File: src/rtl/core/lpht_pkg.sv
package lpht_pkg;

    localparam logic [63:0] FIB_MULT = 64'd11400714819323198485;
    localparam int MIN_INDEX_BITS = 3;

    typedef enum logic [2:0] {
        ST_FOUND     = 3'd0,
        ST_CREATED   = 3'd1,
        ST_NOT_FOUND = 3'd2,
        ST_INVALID   = 3'd3,
        ST_FULL      = 3'd4
    } status_t;

    typedef enum logic {
        OP_FIND   = 1'b0,
        OP_CREATE = 1'b1
    } op_t;

endpackage

File: src/rtl/core/lpht_front.sv
// Front: takes requests, computes the home slot over two multiply stages,
// and pushes into a two-entry queue.
module lpht_front #(
    parameter int MAX_INDEX_BITS = 10,
    parameter int ACTION_BITS    = 8
) (
    input  logic                      clk,
    input  logic                      rst_n,
    input  logic                      push,
    output logic                      full,
    input  logic                      operation,
    input  logic [63:0]               key,
    input  logic [7:0]                act_count,
    input  logic [$clog2(MAX_INDEX_BITS+1)-1:0] bits,
    input  logic                      q_pop,
    output logic                      q_valid,
    output logic                      q_op,
    output logic [63:0]               q_key,
    output logic [ACTION_BITS-1:0]    q_acts,
    output logic [MAX_INDEX_BITS-1:0] q_home
);
    import lpht_pkg::*;

    localparam int BW = $clog2(MAX_INDEX_BITS+1);

    logic                   s1_valid_reg;
    logic                   s1_op_reg;
    logic [63:0]            s1_key_reg;
    logic [ACTION_BITS-1:0] s1_acts_reg;
    logic [31:0]            p_ll_reg, p_lh_reg, p_hl_reg;
    logic [31:0]            p_ll_hi_reg;
    logic                   s2_valid_reg;
    logic                   s2_op_reg;
    logic [63:0]            s2_key_reg;
    logic [ACTION_BITS-1:0] s2_acts_reg;
    logic [63:0]            s2_prod_reg;
    logic [63:0]            prod_next;
    logic [MAX_INDEX_BITS-1:0] home_next;

    logic                      qo_reg [2];
    logic [63:0]               qk_reg [2];
    logic [ACTION_BITS-1:0]    qa_reg [2];
    logic [MAX_INDEX_BITS-1:0] qh_reg [2];
    logic                      wp_reg, rp_reg;
    logic [1:0]                cnt_reg;
    logic                      in_acc, q_push, q_do_pop;
    logic [2:0]                inflight;
    logic [63:0]               p_ll, p_lh, p_hl;

    assign inflight = {1'b0, cnt_reg} + {2'b0, s1_valid_reg} + {2'b0, s2_valid_reg};
    assign full = (inflight >= 3'd2);
    assign in_acc = push && !full;
    assign q_push = s2_valid_reg;
    assign q_do_pop = q_pop && cnt_reg != 2'd0;

    assign p_ll = {32'b0, key[31:0]} * {32'b0, FIB_MULT[31:0]};
    assign p_lh = {32'b0, key[31:0]} * {32'b0, FIB_MULT[63:32]};
    assign p_hl = {32'b0, key[63:32]} * {32'b0, FIB_MULT[31:0]};
    assign prod_next = {p_lh_reg + p_hl_reg + p_ll_hi_reg, p_ll_reg};

    always_comb
    begin
        home_next = '0;
        for (int b = MIN_INDEX_BITS; b <= MAX_INDEX_BITS; b++)
        begin
            if (bits == BW'(b))
            begin
                home_next = MAX_INDEX_BITS'(s2_prod_reg >> (64 - b));
            end
        end
    end

    always_ff @(posedge clk or negedge rst_n)
    begin
        if (!rst_n)
        begin
            s1_valid_reg <= 1'b0;
            s2_valid_reg <= 1'b0;
            wp_reg <= 1'b0;
            rp_reg <= 1'b0;
            cnt_reg <= '0;
        end
        else
        begin
            s1_valid_reg <= in_acc;
            s2_valid_reg <= s1_valid_reg;
            if (q_push)
            begin
                qo_reg[wp_reg] <= s2_op_reg;
                qk_reg[wp_reg] <= s2_key_reg;
                qa_reg[wp_reg] <= s2_acts_reg;
                qh_reg[wp_reg] <= home_next;
                wp_reg <= ~wp_reg;
            end
            if (q_do_pop)
            begin
                rp_reg <= ~rp_reg;
            end
            cnt_reg <= cnt_reg + {1'b0, q_push} - {1'b0, q_do_pop};
        end
    end

    always_ff @(posedge clk)
    begin
        s1_op_reg <= operation;
        s1_key_reg <= key;
        s1_acts_reg <= ACTION_BITS'(act_count);
        p_ll_reg <= p_ll[31:0];
        p_ll_hi_reg <= p_ll[63:32];
        p_lh_reg <= p_lh[31:0];
        p_hl_reg <= p_hl[31:0];
        s2_op_reg <= s1_op_reg;
        s2_key_reg <= s1_key_reg;
        s2_acts_reg <= s1_acts_reg;
        s2_prod_reg <= prod_next;
    end

    assign q_valid = cnt_reg != 2'd0;
    assign q_op = qo_reg[rp_reg];
    assign q_key = qk_reg[rp_reg];
    assign q_acts = qa_reg[rp_reg];
    assign q_home = qh_reg[rp_reg];

endmodule

File: config.mk
export PLATFORM = sky130hd
export DESIGN_NAME = lpht_front
export DESIGN_NICKNAME = d
export VERILOG_FILES = /design/src/rtl/core/lpht_pkg.sv /design/src/rtl/core/lpht_front.sv
export SDC_FILE = /design/constraint.sdc
export NUM_CORES = 2
export LEC_CHECK = 0
export ABC_CLOCK_PERIOD_IN_PS = 5000
export BUFFER_PORTS_ARGS = -buffer_cell sky130_fd_sc_hd__buf_2
export CORE_MARGIN = 4
export CORE_UTILIZATION = 55
export CTS_BUF_LIST = sky130_fd_sc_hd__clkbuf_4 sky130_fd_sc_hd__clkbuf_8
export CTS_CLUSTER_SIZE = 28
export DETAILED_ROUTE_END_ITERATION = 8
export PLACE_DENSITY_LB_ADDON = 0.08
export SLEW_MARGIN = 15
export SYNTH_ARGS = -nofsm -noshare
export SYNTH_HDL_FRONTEND = slang
export SYNTH_SLANG_ARGS = --single-unit
File: constraint.sdc
create_clock -name clk -period 5 [get_ports clk]
set_input_delay 1 -clock clk [delete_from_list [all_inputs] [get_ports clk]]
set_output_delay 1 -clock clk [all_outputs]
set_load 0.03 [all_outputs]
* Word level (Yosys, flattened, before mapping)
Memory sizes are Yosys's and may differ from the RTL's.
Cells that the tools add are included.
** Word-level totals
- Register bits :: 343
- Memories kept :: 4
- Output and inout bits :: 85
- Logic and storage cells :: 55
- Input port bits :: 81
- Memory bits (writable) :: 166
** Memories
- qk_reg :: words 2, bits a word 64, read ports 1, clocked after memory_dff 0, write ports 1, RTL line lpht_front.sv:41 : logic [63:0] qk_reg [2];
- qh_reg :: words 2, bits a word 10, read ports 1, clocked after memory_dff 0, write ports 1, RTL line lpht_front.sv:43 : logic [MAX_INDEX_BITS-1:0] qh_reg [2];
- qa_reg :: words 2, bits a word 8, read ports 1, clocked after memory_dff 0, write ports 1, RTL line lpht_front.sv:42 : logic [ACTION_BITS-1:0] qa_reg [2];
- qo_reg :: words 2, bits a word 1, read ports 1, clocked after memory_dff 0, write ports 1, RTL line lpht_front.sv:40 : logic qo_reg [2];
** Operators by class
- Multiply operators :: 3
- Reduce and logical (&&, ||, !) cells :: 5
- Equality and inequality tests :: 8
- Bitwise logic cells :: 2
- $lt $le $gt $ge :: 1
- Add/sub/neg operators :: 6
- Mux-type cells :: 10
** Operators by type and width (number)
- multiplier 32 x 31 -> 63 bit (second input constant) :: 1
- adder 32 x 31 -> 32 bit :: 1
- adder 32 bit :: 1
- multiplier 32 x 31 -> 32 bit (second input constant) :: 1
- multiplier 32 x 32 -> 32 bit (second input constant) :: 1
- == test 4 x 3 -> 1 bit (second input constant) :: 4
- == test 4 bit (second input constant) :: 3
- two-way mux 10 bit :: 1
- two-way mux 9 bit :: 1
- two-way mux 8 bit :: 1
- two-way mux 7 bit :: 1
- two-way mux 6 bit :: 1
- two-way mux 5 bit :: 1
- == test 4 x 2 -> 1 bit (second input constant) :: 1
- two-way mux 4 bit :: 1
- adder 2 x 1 -> 3 bit :: 1
- adder 3 x 1 -> 3 bit :: 1
- greater-or-equal comparator 3 x 2 -> 1 bit (second input constant) :: 1
- logical AND 1 bit :: 3
- two-way mux 3 bit :: 1
- adder 2 x 1 -> 2 bit :: 1
- two-way mux 1 bit :: 2
- NOT 1 bit :: 2
- nonzero test 2 bit :: 1
- 2 further kinds :: 2

* Longest topological paths before layout
- Word-level depth :: 9
- Depth in mapped cells :: 26
- Mapped depth without buffers :: 26

* Least setup slack after synthesis
No wires, ideal clock.
- Kind :: input -> register
- Start point :: input key[3]
- End point :: register p_ll_hi_reg[30]
- Data required time :: 4.938 ns
- Library setup time :: 0.062 ns
- Buffers on the path :: 0
- Cell stages on the path :: 22
- Slack :: -2.178 ns
- Arrival time :: 7.116 ns
- Path through :: inv_1 > fa_1 > inv_1 > fa_1 > fa_1 > fa_1 > fa_1 > fa_1 > fa_1 > inv_1 > fa_1 > inv_1 > ha_1 > nand4_1 > a211oi_1 > nand4_1 > o211ai_1 > nand2_1 > o21ai_1 > nand2_1 > or4_1 > nand3_1
** On the way
- Longest elaborated chain between the ends :: 1
** RTL lines
- start, declared :: RTL line lpht_front.sv:12 : input logic [63:0] key,
- multiplier 32 x 31 -> 63 bit :: RTL line lpht_front.sv:56 : assign p_ll = {32'b0, key[31:0]} * {32'b0, FIB_MULT[31:0]};
- net p_ll[62] :: RTL line lpht_front.sv:48 : logic [63:0] p_ll, p_lh, p_hl;
- end signal, assigned :: RTL line lpht_front.sv:109 : p_ll_hi_reg <= p_ll[63:32];
- end, declared :: RTL line lpht_front.sv:31 : logic [31:0] p_ll_hi_reg;
The timed path passes the listed nets, and every way through them passes these cells.
A chain may end at the register's enable or synchronous reset.

* Worst setup path after layout
- Start point :: input key[5]
- End point :: register p_ll_hi_reg[27]
The elaborated chain is that of the path after synthesis.

==> out/results.ini <==
[yosys]
synth_top_area_cell=fa_1
synth_edf_count=166
syn_area_um2=44700
avgSynthCellArea_um2=11.6
netlist_top_cells_area=fa_1 35%, ha_1 20%, edfxtp_1 11%, dfxtp_1 11%, inv_1 9.2%
synth_seq_cells=418
yosys_warnings=0
synthArstFlopShare=0.0144
synth.top_cell.area_share=0.353
synthCells=3861
yosysUniqueCellTypes=67
synth_flop_cell=dfxtp_1
synth.yosys.seq_area_share=0.225
syn_nets=5442

[grt]
grt_usage=0.330
grt_max_degree=74
antenna_found_initial=12
grt_overflow_total=0
first_global_vias=34100
grt_pass1_wl_um=209000

[worst_setup_path]
startpoint=key[5]
critPathArrivalTime_ps=7650
rr_endpoint=s2_prod_reg[61]
startpoint_type=input pin
worstSetupPathType=input pin to register
reg2regPathDepth=11
r2r_start=p_lh_reg[8]
required_ps=5520
endpoint_kind=register
rrSetupSlack_ps=1300
endpoint=p_ll_hi_reg[27]
path_max_fanout=3

[detailed_routing]
num_vias=31100
first_pass_iters=5
wl_per_cell_um=23.0
drc_errors=0
viasPerCell=5.20
detail-route-antenna-nets=0
drtIter0Drc=1989
wirelength_um=137000

[layout]
seq_area_um2=10100
largest_reg_flops=128
final_net_count=6441
syn_to_final_growth_pct=26.9
drive_above_1_share=0.308
fillers=6164
multi_input_area_um2=32400
final_common_cell=inv_1
layout_common_cells=1,029 x inv_1, 731 x fa_1, 727 x buf_4

[placed_design]
pre_cts_ws_ps=-2930
dp_hpwl_um=121000
place.gp.congestion=1.03
io_buffers=165

[floorplan]
die_w_um=293
row_count=104
io-pin-count=166
dieHeight_um=293
dieArea_um2=86000
start_util=0.555
coreArea_um2=80500

[sta]
setup_viol=67
skew_ps=41.1
tns_ps=-90520
period_needed_ps=7130
worst_slack_ps=-2130
fmax_ghz=0.140
worst_slew_pin_slew_ps=1010
hold_viol=0
slew_violations=0
post-route-period-util=1.43
slew_headroom=0.326
rsz0062_at_grt=true

[flow_run]
drv_cap=0

[run_status]
status=finished, violations left
violations=negative setup slack

[cts]
cts.clk_slew.worst_paths_ps=60
clk_latency_ps=680
cts_tree=done
clock-sinks=418
h-tree-depth=2
cts_buffers=61
clockBufferDepth=3
cts_root_buffer=clkbuf_8

[hold_path]
hold_class=input pin to asynchronous set/reset pin

[worst max-delay path, cell delays in order]
cell,delay (ps)
buf_12,110
buf_6,120
buf_12,120
ha_4,260
inv_2,30
fa_1,510
fa_1,570
inv_2,60
fa_1,480
fa_1,560
fa_1,480
fa_1,510
inv_1,50
fa_1,510
inv_2,50
ha_4,260
nand4_1,160
a211oi_2,200
nand4_1,200
o211ai_1,270
nand2_2,140
o21ai_4,180
a32oi_2,140
buf_4,180
o2111ai_2,140
or3b_1,370
[cells by family after synthesis]
| kind of cell | share of synthesized area |
|---|---|
| adder cells (fa/ha/maj) | 0.552 |
| buffers and inverters | 0.0942 |
| flip-flops | 0.225 |
| AO/OA/AOI/OAI | 0.0489 |
| AND/OR/NAND/NOR | 0.0268 |
| XOR/XNOR | 0.0309 |
| multiplexers | 0.0222 |
[cells in the mapped netlist (16+ instances only)]
library cell	n
edfxtp_1	166
ha_1	710
fa_1	790
o21ai_0	51
xnor2_1	120
xor2_1	38
inv_1	1100
a21o_1	51
nor2_1	57
a31oi_1	20
mux2_2	83
nor3_1	16
nand3_1	20
nand4_1	20
nand2_1	60
clkbuf_1	21
dfxtp_1	246
a21oi_1	101
[worst min path at each step]
stage	startpoint	to	slack [ps]	cells after the start
6_report	rst_n	rp_reg	160	1
5_1_grt	rst_n	s1_valid_reg	120	1
4_1_cts	rst_n	rp_reg	120	1
3_5_place_dp	s1_key_reg[15]	s2_key_reg[15]	310	0
3_3_place_gp	s1_acts_reg[1]	s2_acts_reg[1]	310	0
2_1_floorplan	s1_acts_reg[0]	s2_acts_reg[0]	310	0
[routing by layer]
| metal | track usage | vias to the layer above | routed length (um) |
|---|---|---|---|
| met3 | 0.0637 | 250 | 10300 |
| met4 | 0.110 | 8 | 6060 |
| met5 | 0 | - | 57 |
| met1 | 0.464 | 15700 | 58300 |
| li1 | - | 14200 | - |
| met2 | 0.523 | 960 | 62700 |
[per-stage QoR]
stage | hold WS (ps) | util | area (um2) | instances
2_1_floorplan | 310 | - | 45300 | 3861
3_3_place_gp | 310 | 0.657 | 52900 | 5789
3_5_place_dp | 312 | 0.657 | 52900 | 5789
4_1_cts | 117 | 0.694 | 55900 | 5949
5_1_grt | 118 | 0.705 | 56800 | 5973
6_report | 159 | 0.705 | 56800 | 5977
[repair_timing]
item                                    in CTS  in global routing
gates resized for setup                    285                162
endpoints found under the setup margin      68                 68
hold endpoints to repair                     0                  0
hold buffers                                 0                  0
pin swaps                                  174                107
buffers inserted                            57                 38
[area by class of cell]
type / instances / share of cell area
Sequential cell: 418 / 0.177
Antenna cell: 6 / 0.000265
Tap cell: 1060 / 0.0234
Timing Repair Buffer: 959 / 0.130
Clock inverter: 25 / 0.00509
Clock buffer: 89 / 0.0197
Inverter: 1100 / 0.0731
Multi-Input combinational cell: 2320 / 0.571
Power is not shown: default switching activity piles up to over one toggle a cycle in this logic, so the estimate is an artifact.
